`config.mk`:
```
export PLATFORM = sky130hd
export DESIGN_NAME = rgb_to_hsv
export DESIGN_NICKNAME = d
export VERILOG_FILES = /design/src/rtl/rgbhsv_pkg.sv /design/src/rtl/rgbhsv_prep.sv /design/src/rtl/rgbhsv_cell.sv /design/src/rtl/rgb_to_hsv.sv
export SDC_FILE = /design/constraint.sdc
export NUM_CORES = 2
export LEC_CHECK = 0
export ABC_AREA = 1
export ABC_CLOCK_PERIOD_IN_PS = 38500
export BUFFER_PORTS_ARGS = -buffer_cell sky130_fd_sc_hd__buf_2
export CAP_MARGIN = 20
export CORE_MARGIN = 3
export CORE_UTILIZATION = 50
export CTS_CLUSTER_SIZE = 20
export DETAILED_ROUTE_END_ITERATION = 8
export PLACE_DENSITY = 0.64
export SLEW_MARGIN = 10
export SYNTH_ARGS = -nofsm -noshare
export SYNTH_HDL_FRONTEND = slang
export SYNTH_HIERARCHICAL = 1
export SYNTH_SLANG_ARGS = --single-unit
```
`constraint.sdc`:
```
create_clock -name clk -period 38.5 [get_ports clk]
set_input_delay 7.7 -clock clk [delete_from_list [all_inputs] [get_ports clk]]
set_output_delay 7.7 -clock clk [all_outputs]
set_load 0.01 [all_outputs]
```
`src/rtl/rgbhsv_pkg.sv`:
```
package rgbhsv_pkg;

    localparam int CH_BITS      = 8;
    localparam int QUO_BITS     = 16;
    localparam int SPAN_BITS    = CH_BITS + 3;
    localparam int SAT_NUM_BITS = CH_BITS + QUO_BITS;
    localparam int CHAN_MAX     = (1 << CH_BITS) - 1;
    localparam int GREY_RATIO   = 10000;

    // A pixel is grey when delta * GREY_RATIO does not exceed CHAN_MAX.
    localparam logic [CH_BITS-1:0] GREY_LIMIT = CH_BITS'(CHAN_MAX / GREY_RATIO);

    typedef struct packed {
        logic                  grey;
        logic [CH_BITS-1:0]    mx;
        logic [CH_BITS-1:0]    sat_rem;
        logic [QUO_BITS-1:0]   sat_low;
        logic [QUO_BITS-1:0]   sat_quo;
        logic [SPAN_BITS-1:0]  hue_rem;
        logic [QUO_BITS-1:0]   hue_quo;
        logic [SPAN_BITS-1:0]  span;
    } stage_t;

endpackage

```
`src/rtl/rgbhsv_prep.sv`:
```
module rgbhsv_prep (
    input  logic                          clk,
    input  logic                          rst_n,
    input  logic                          en,
    input  logic                          valid_in,
    input  logic [rgbhsv_pkg::CH_BITS-1:0] red,
    input  logic [rgbhsv_pkg::CH_BITS-1:0] green,
    input  logic [rgbhsv_pkg::CH_BITS-1:0] blue,
    output logic                          valid_out,
    output rgbhsv_pkg::stage_t            data_out
);
    import rgbhsv_pkg::*;

    logic                    valid_reg;
    stage_t                  data_reg;
    stage_t                  data_next;
    logic [CH_BITS-1:0]      mx;
    logic [CH_BITS-1:0]      mn;
    logic [CH_BITS-1:0]      delta;
    logic [SPAN_BITS-1:0]    span;
    logic [SPAN_BITS-1:0]    h6;
    logic [SAT_NUM_BITS-1:0] sat_num;

    always_comb
    begin
        mx = red;
        if (green > mx)
        begin
            mx = green;
        end
        if (blue > mx)
        begin
            mx = blue;
        end
        mn = red;
        if (green < mn)
        begin
            mn = green;
        end
        if (blue < mn)
        begin
            mn = blue;
        end
        delta = mx - mn;
        span  = (SPAN_BITS'(delta) << 2) + (SPAN_BITS'(delta) << 1);

        // Sector order decides ties: red first, then green, then blue.
        priority if (mx == red)
        begin
            h6 = SPAN_BITS'(green) - SPAN_BITS'(blue) + ((green < blue) ? span : '0);
        end
        else if (mx == green)
        begin
            h6 = (SPAN_BITS'(delta) << 1) + SPAN_BITS'(blue) - SPAN_BITS'(red);
        end
        else
        begin
            h6 = (SPAN_BITS'(delta) << 2) + SPAN_BITS'(red) - SPAN_BITS'(green);
        end

        sat_num = {delta, QUO_BITS'(0)} - SAT_NUM_BITS'(delta);

        data_next.grey    = (delta <= GREY_LIMIT);
        data_next.mx      = mx;
        data_next.sat_rem = sat_num[SAT_NUM_BITS-1:QUO_BITS];
        data_next.sat_low = sat_num[QUO_BITS-1:0];
        data_next.sat_quo = '0;
        data_next.hue_rem = h6;
        data_next.hue_quo = '0;
        data_next.span    = span;
    end

    always_ff @(posedge clk or negedge rst_n)
    begin
        if (!rst_n)
        begin
            valid_reg <= 1'b0;
        end
        else if (en)
        begin
            valid_reg <= valid_in;
        end
    end

    always_ff @(posedge clk)
    begin
        if (en)
        begin
            data_reg <= data_next;
        end
    end

    assign valid_out = valid_reg;
    assign data_out  = data_reg;

endmodule

```
`src/rtl/rgbhsv_cell.sv`:
```
module rgbhsv_cell (
    input  logic               clk,
    input  logic               rst_n,
    input  logic               en,
    input  logic               valid_in,
    input  rgbhsv_pkg::stage_t data_in,
    output logic               valid_out,
    output rgbhsv_pkg::stage_t data_out
);
    import rgbhsv_pkg::*;

    logic                 valid_reg;
    stage_t               data_reg;
    stage_t               data_next;
    logic [CH_BITS:0]     sat_trial;
    logic [CH_BITS:0]     sat_diff;
    logic                 sat_ge;
    logic [SPAN_BITS:0]   hue_trial;
    logic [SPAN_BITS:0]   hue_diff;
    logic                 hue_ge;

    // Each cell resolves one quotient bit of both restoring divisions.
    always_comb
    begin
        sat_trial = {data_in.sat_rem, data_in.sat_low[QUO_BITS-1]};
        sat_diff  = sat_trial - {1'b0, data_in.mx};
        sat_ge    = (sat_trial >= {1'b0, data_in.mx});
        hue_trial = {data_in.hue_rem, 1'b0};
        hue_diff  = hue_trial - {1'b0, data_in.span};
        hue_ge    = (hue_trial >= {1'b0, data_in.span});

        data_next         = data_in;
        data_next.sat_rem = sat_ge ? sat_diff[CH_BITS-1:0] : sat_trial[CH_BITS-1:0];
        data_next.sat_low = {data_in.sat_low[QUO_BITS-2:0], 1'b0};
        data_next.sat_quo = {data_in.sat_quo[QUO_BITS-2:0], sat_ge};
        data_next.hue_rem = hue_ge ? hue_diff[SPAN_BITS-1:0] : hue_trial[SPAN_BITS-1:0];
        data_next.hue_quo = {data_in.hue_quo[QUO_BITS-2:0], hue_ge};
    end

    always_ff @(posedge clk or negedge rst_n)
    begin
        if (!rst_n)
        begin
            valid_reg <= 1'b0;
        end
        else if (en)
        begin
            valid_reg <= valid_in;
        end
    end

    always_ff @(posedge clk)
    begin
        if (en)
        begin
            data_reg <= data_next;
        end
    end

    assign valid_out = valid_reg;
    assign data_out  = data_reg;

endmodule

```
`src/rtl/rgb_to_hsv.sv`:
```
// RGB to HSV pixel converter.
// Pixels enter on the pixel channel (red, green, blue, with pixel_valid and
// pixel_ready) and leave on the result channel (hue_turn, saturation_frac,
// brightness, with result_valid and result_ready). A transaction happens on
// a rising edge where valid and ready are both high.
// The prep register, which holds max, the grey flag, both dividends and the
// hue divisor six times delta, loads on the accepting edge, sixteen cells
// each resolve one quotient bit of the hue and saturation divisions, and the
// output register follows them. One pixel per cycle is taken while the
// receiver does not stall.
// A grey pixel repeats the hue of the last pixel that was not grey.
// Reset empties the pipeline, drops result_valid and clears the held hue
// to zero. When the receiver stalls, the whole pipeline freezes and
// pixel_ready falls in the same cycle, so no transaction is lost.
module rgb_to_hsv (
    input  logic                           clk,
    input  logic                           rst_n,
    input  logic                           pixel_valid,
    output logic                           pixel_ready,
    input  logic [rgbhsv_pkg::CH_BITS-1:0]  red,
    input  logic [rgbhsv_pkg::CH_BITS-1:0]  green,
    input  logic [rgbhsv_pkg::CH_BITS-1:0]  blue,
    output logic                           result_valid,
    input  logic                           result_ready,
    output logic [rgbhsv_pkg::QUO_BITS-1:0] hue_turn,
    output logic [rgbhsv_pkg::QUO_BITS-1:0] saturation_frac,
    output logic [rgbhsv_pkg::CH_BITS-1:0]  brightness
);
    import rgbhsv_pkg::*;

    logic                  advance;
    logic                  valid_chain [0:QUO_BITS];
    stage_t                data_chain  [0:QUO_BITS];
    stage_t                last;
    logic                  last_valid;
    logic                  result_valid_reg;
    logic [QUO_BITS-1:0]   hue_turn_reg;
    logic [QUO_BITS-1:0]   hue_turn_next;
    logic [QUO_BITS-1:0]   saturation_frac_reg;
    logic [QUO_BITS-1:0]   saturation_frac_next;
    logic [CH_BITS-1:0]    brightness_reg;
    logic [QUO_BITS-1:0]   held_hue_reg;

    assign advance     = !result_valid_reg || result_ready;
    assign pixel_ready = advance;

    rgbhsv_prep u_prep (
        .clk       (clk),
        .rst_n     (rst_n),
        .en        (advance),
        .valid_in  (pixel_valid),
        .red       (red),
        .green     (green),
        .blue      (blue),
        .valid_out (valid_chain[0]),
        .data_out  (data_chain[0])
    );

    for (genvar i = 0; i < QUO_BITS; i++)
    begin : g_cell
        rgbhsv_cell u_cell (
            .clk       (clk),
            .rst_n     (rst_n),
            .en        (advance),
            .valid_in  (valid_chain[i]),
            .data_in   (data_chain[i]),
            .valid_out (valid_chain[i+1]),
            .data_out  (data_chain[i+1])
        );
    end

    assign last       = data_chain[QUO_BITS];
    assign last_valid = valid_chain[QUO_BITS];

    always_comb
    begin
        hue_turn_next        = last.grey ? held_hue_reg : last.hue_quo;
        saturation_frac_next = (last.mx == '0) ? '0 : last.sat_quo;
    end

    always_ff @(posedge clk or negedge rst_n)
    begin
        if (!rst_n)
        begin
            result_valid_reg <= 1'b0;
            held_hue_reg     <= '0;
        end
        else if (advance)
        begin
            result_valid_reg <= last_valid;
            if (last_valid && !last.grey)
            begin
                held_hue_reg <= last.hue_quo;
            end
        end
    end

    always_ff @(posedge clk)
    begin
        if (advance && last_valid)
        begin
            hue_turn_reg        <= hue_turn_next;
            saturation_frac_reg <= saturation_frac_next;
            brightness_reg      <= last.mx;
        end
    end

    assign result_valid    = result_valid_reg;
    assign hue_turn        = hue_turn_reg;
    assign saturation_frac = saturation_frac_reg;
    assign brightness      = brightness_reg;

`ifndef ASSERT_OFF
    a_stall_holds_hue: assert property (@(posedge clk) disable iff (!rst_n)
        (result_valid && !result_ready) |=> $stable(held_hue_reg))
        else $error("Held hue changed while the output was stalled.");

    a_black_no_sat: assert property (@(posedge clk) disable iff (!rst_n)
        (result_valid && brightness == '0) |-> (saturation_frac == '0))
        else $error("Black pixel produced nonzero saturation.");

    a_grey_keeps_hue: assert property (@(posedge clk) disable iff (!rst_n)
        (advance && last_valid && last.grey) |=> (hue_turn_reg == $past(held_hue_reg)))
        else $error("Grey pixel did not repeat the held hue.");

    a_new_hue_tracked: assert property (@(posedge clk) disable iff (!rst_n)
        (advance && last_valid && !last.grey) |=> (held_hue_reg == hue_turn_reg))
        else $error("Held hue does not match the last computed hue.");
`endif

endmodule
```
* After elaboration in Yosys (flattened, before gate mapping)
Cells that the tools add are included.
** Word-level totals
- Bits in registers :: 1115
- Input port bits :: 28
- Output and inout port bits :: 42
- Word-level logic and storage cells :: 291
** Cells by class
- $add $sub $neg :: 39
- Order comparisons :: 38
- Eq/ne operators :: 2
- Multiplexer cells :: 38
- Reduce and logical (&&, ||, !) cells :: 7
** Operators by type and width (number)
- $mux 11 :: 18
- $ge 12x11->1 :: 16
- $sub 11x11->11 :: 15
- $mux 8 :: 19
- $ge 9x8->1 :: 16
- $sub 8x8->8 :: 16
- $lt 8x8->1 :: 3
- $sub 24x8->24 :: 1
- $sub 11x8->11 :: 2
- $eq 8x8->1 :: 2
- $gt 8x8->1 :: 2
- $mux 16 :: 1
- $add 10x8->11 :: 1
- $add 10x9->11 :: 1
- $add 11x11->11 :: 1
- $add 9x8->10 :: 1
- $sub 8x8->9 :: 1
- $le 8x1->1 const B :: 1
- $logic_not 8->1 :: 1
- $logic_and 1x1->1 :: 2
- $logic_not 1->1 :: 2
- $reduce_and 2->1 :: 1
- $logic_or 1x1->1 :: 1

* Longest topological paths before layout
- Depth after elaboration :: 9
- Depth in mapped cells :: 55
- Depth with buffers taken out :: 53

* Cells and area by module
The synthesis kept the hierarchy.
** By module, submodules not included
- rgbhsv_cell :: times used 16, cells an instance 354, area an instance 4056.4 µm², seq. area each 2607.5 µm²
- rgbhsv_prep :: times used 1, cells an instance 792, area an instance 6346.1 µm², seq. area each 1556.5 µm²
- rgb_to_hsv :: times used 1, cells an instance 207, area an instance 2273.4 µm², seq. area each 1626.6 µm²

* Worst setup path before layout
No wires, ideal clock.
- Path kind :: input to output
- Start point :: input result_ready
- End point :: output pixel_ready
- Data arrival time :: 24456 ps
- Data required time :: 30800 ps
- Path slack :: 6344 ps
- Cell stages on the path :: 3
- Path through :: inv_1 -> nand2_2 -> buf_2
** Between the ends
- Cells in the longest elaborated chain, start to end :: 1
** RTL lines
- from (decl) :: RTL line rgb_to_hsv.sv:24 : input logic result_ready,
- $logic_or 1x1->1 :: RTL line rgb_to_hsv.sv:44 : assign advance = !result_valid_reg || result_ready;
- to (decl) :: RTL line rgb_to_hsv.sv:19 : output logic pixel_ready,
Every way passes these cells.

* Final worst setup path
Ends and elaborated chain as after synthesis.

==> results.rst <==
.. list-table::
   :header-rows: 1

   * - Metric
     - Value
   * - Flip-flop count of the largest register, all copies and words added
     - 986
   * - Class of the tightest hold or removal check
     - reg2reg
   * - Worst EP arrival
     - 8770 ps
   * - Half-perimeter wire length after detailed placement
     - 87,100 um
   * - Period Utilization, post-route
     - 42.8%
   * - Fin Setup TNS
     - 0 ps
   * - Fraction of layout cells with a size suffix above 1
     - 10.5%
   * - Mapped Area
     - 60,600 um^2
   * - TritonCTS clock tree
     - yes
   * - Clock network latency to the later pin of the worst-skew pair
     - 700 ps
   * - Post-Route Hold Slack
     - 400 ps
   * - Congestion Overflow GR
     - 0
   * - Via total after detailed routing
     - 39,600
   * - Post-cts resize count
     - 0
   * - Final worst clock skew
     - 21.5 ps
   * - R2R Setup Slk
     - 32,880 ps
   * - Routed wire length
     - 118,000 um
   * - Final critical-path required period
     - 16,470 ps
   * - Kind of critical path
     - in2out
   * - Instance count of the mapped netlist
     - 6,047
   * - Number of hold-slack violations in the final timing report
     - 0
   * - Remaining DRCs
     - 0
   * - Last weighted congestion value of the routability-driven placer
     - 0.880
   * - Launch point of the worst path
     - result_ready
   * - Vertical die dimension
     - 354 um
   * - Largest fanout on the critical path
     - 88
   * - Total number of placement rows
     - 127
   * - Via/cell ratio
     - 5.01
   * - Post-CTS setup buffer count
     - 0
   * - Number of detailed-route iterations in the first pass
     - 6
   * - Required arrival time at the worst endpoint
     - 30,800 ps
   * - Number of pins with negative max-slew slack in the final report
     - 0
   * - Clock buffer depth
     - 3
   * - Worst-case reg-to-reg path depth
     - 6
   * - Setup violations, final
     - 0
   * - Number of fill cells in the layout
     - 10,600
   * - Crit path launch type
     - input pin
   * - Number of antenna violations at the first check in global routing
     - 0
   * - Post-synthesis area per instance
     - 10.0 um^2
   * - Total clock sinks
     - 1,111
   * - Yosys warnings
     - 6
   * - Diodes inserted
     - 0
   * - Timing endpoint of the critical path
     - pixel_ready
   * - Largest net degree at the start of global routing
     - 184
   * - Result of the run
     - complete, no violations
   * - Worst-path clk slew
     - 60 ps
   * - Net total in the final layout
     - 6,644
   * - Violation count after the first detailed-routing iteration
     - 2,480
   * - Upper clock frequency limit
     - 60.7 MHz
   * - Port buffer count
     - 69
   * - Post-synthesis net count
     - 6,508
   * - Post-detailed-route count of antenna-violating nets
     - 0
   * - Die X
     - 354 um
   * - Average detailed-routed wire length per instance
     - 14.9 um
   * - Least-Margin Pin Slew
     - 1070 ps
   * - Worst r2r src
     - result_valid$_DFFE_PN0P_
   * - Post-route cell area
     - 66,300 um^2
   * - H-tree levels
     - 3
   * - Count of max-cap constraint violations
     - 0
   * - Dpl cell area
     - 62,600 um^2
   * - Worst slew slack as a fraction of its limit
     - 29.0%
   * - Die footprint
     - 125,000 um^2
   * - Total track usage
     - 18.9%
   * - Unrepaired setup endpoints after global routing
     - false
   * - Initial Util
     - 50.5%
   * - # IOs
     - 70
   * - Reg2reg end
     - g_cell[1].u_cell/data_out[8]$_DFFE_PP_
   * - Num CTS Buffers
     - 115
   * - Post-CTS Hold Buffers
     - 0
   * - Crit end category
     - output pin
   * - Floorplan core area
     - 120,000 um^2
   * - Vias in the first global route
     - 38,900
   * - Library cell used as clock root buffer
     - sky130_fd_sc_hd__clkbuf_16
   * - Wire length of the first global-routing pass
     - 195,000 um
   * - Area growth from synthesis to layout
     - 9.43%
cell usage in the layout (no fill, tap or decap), types with 21 or more instances in the layout:
master                      count
sky130_fd_sc_hd__nand3b_1      31
sky130_fd_sc_hd__clkinv_2      22
sky130_fd_sc_hd__nand2_4       24
sky130_fd_sc_hd__xor2_1       129
sky130_fd_sc_hd__nand4_1       62
sky130_fd_sc_hd__clkinv_1      25
sky130_fd_sc_hd__nand3_1      578
sky130_fd_sc_hd__xnor2_1       28
sky130_fd_sc_hd__clkbuf_16    118
sky130_fd_sc_hd__or2_2         32
sky130_fd_sc_hd__nand2_2      107
sky130_fd_sc_hd__clkbuf_1      21
sky130_fd_sc_hd__a21oi_2       49
sky130_fd_sc_hd__edfxtp_1    1077
sky130_fd_sc_hd__a21oi_1      131
sky130_fd_sc_hd__buf_2         69
sky130_fd_sc_hd__fa_1          50
sky130_fd_sc_hd__nor2_1       284
sky130_fd_sc_hd__nand3_2       68
sky130_fd_sc_hd__nand2_1     1699
sky130_fd_sc_hd__o21ai_0       61
sky130_fd_sc_hd__dfrtp_1       34
sky130_fd_sc_hd__ha_1         383
sky130_fd_sc_hd__inv_1        967
final cells by class:
type,instances,area (um^2),area share (%)
well taps,1612,2020,3.04
flip-flops and latches,1111,33200,50.0
multi-input cells,3897,23200,35.0
inverters,975,3660,5.52
clock inverters,78,706,1.06
clock buffers,139,3030,4.57
repair buffers,83,495,0.747
critical path, stage by stage:
cell                      delay [ps]
sky130_fd_sc_hd__buf_2           100
sky130_fd_sc_hd__inv_1           180
sky130_fd_sc_hd__nand2_8         410
sky130_fd_sc_hd__buf_2           320
worst min-delay path by stage:
stage	to	depth (start not counted)	start	slack [ps]
5_1_grt	g_cell[15].u_cell/data_out[26]$_DFFE_PP_	0	g_cell[14].u_cell/data_out[25]$_DFFE_PP_	410
3_3_place_gp	g_cell[0].u_cell/data_out[65]$_DFFE_PP_	0	u_prep/data_out[64]$_DFFE_PP_	400
3_5_place_dp	g_cell[10].u_cell/data_out[15]$_DFFE_PP_	0	g_cell[9].u_cell/data_out[14]$_DFFE_PP_	400
4_1_cts	g_cell[15].u_cell/data_out[26]$_DFFE_PP_	0	g_cell[14].u_cell/data_out[25]$_DFFE_PP_	400
6_report	g_cell[6].u_cell/data_out[67]$_DFFE_PP_	0	g_cell[5].u_cell/data_out[66]$_DFFE_PP_	400
2_1_floorplan	g_cell[0].u_cell/data_out[57]$_DFFE_PP_	0	u_prep/data_out[56]$_DFFE_PP_	400
metal layers:
metal	up-vias	wire [um]	track usage (%)
li1	20300	-	-
met3	196	4240	2.49
met4	0	2970	5.37
met5	-	0	0
met1	18400	52000	24.4
met2	671	58500	33.2
metrics by stage:
stage                     util, %  cells  setup WS, ps
after floorplan                 -   6047         10760
after global placement       52.1   7677         22020
after detailed placement     52.1   7677         22010
after CTS                    55.2   7894         22010
after global routing         55.2   7895         21940
final                        55.2   7895         22030
Power is left out: the tool's default activity adds up to more than one toggle a clock period on the data nets, which glitch-free logic cannot reach.
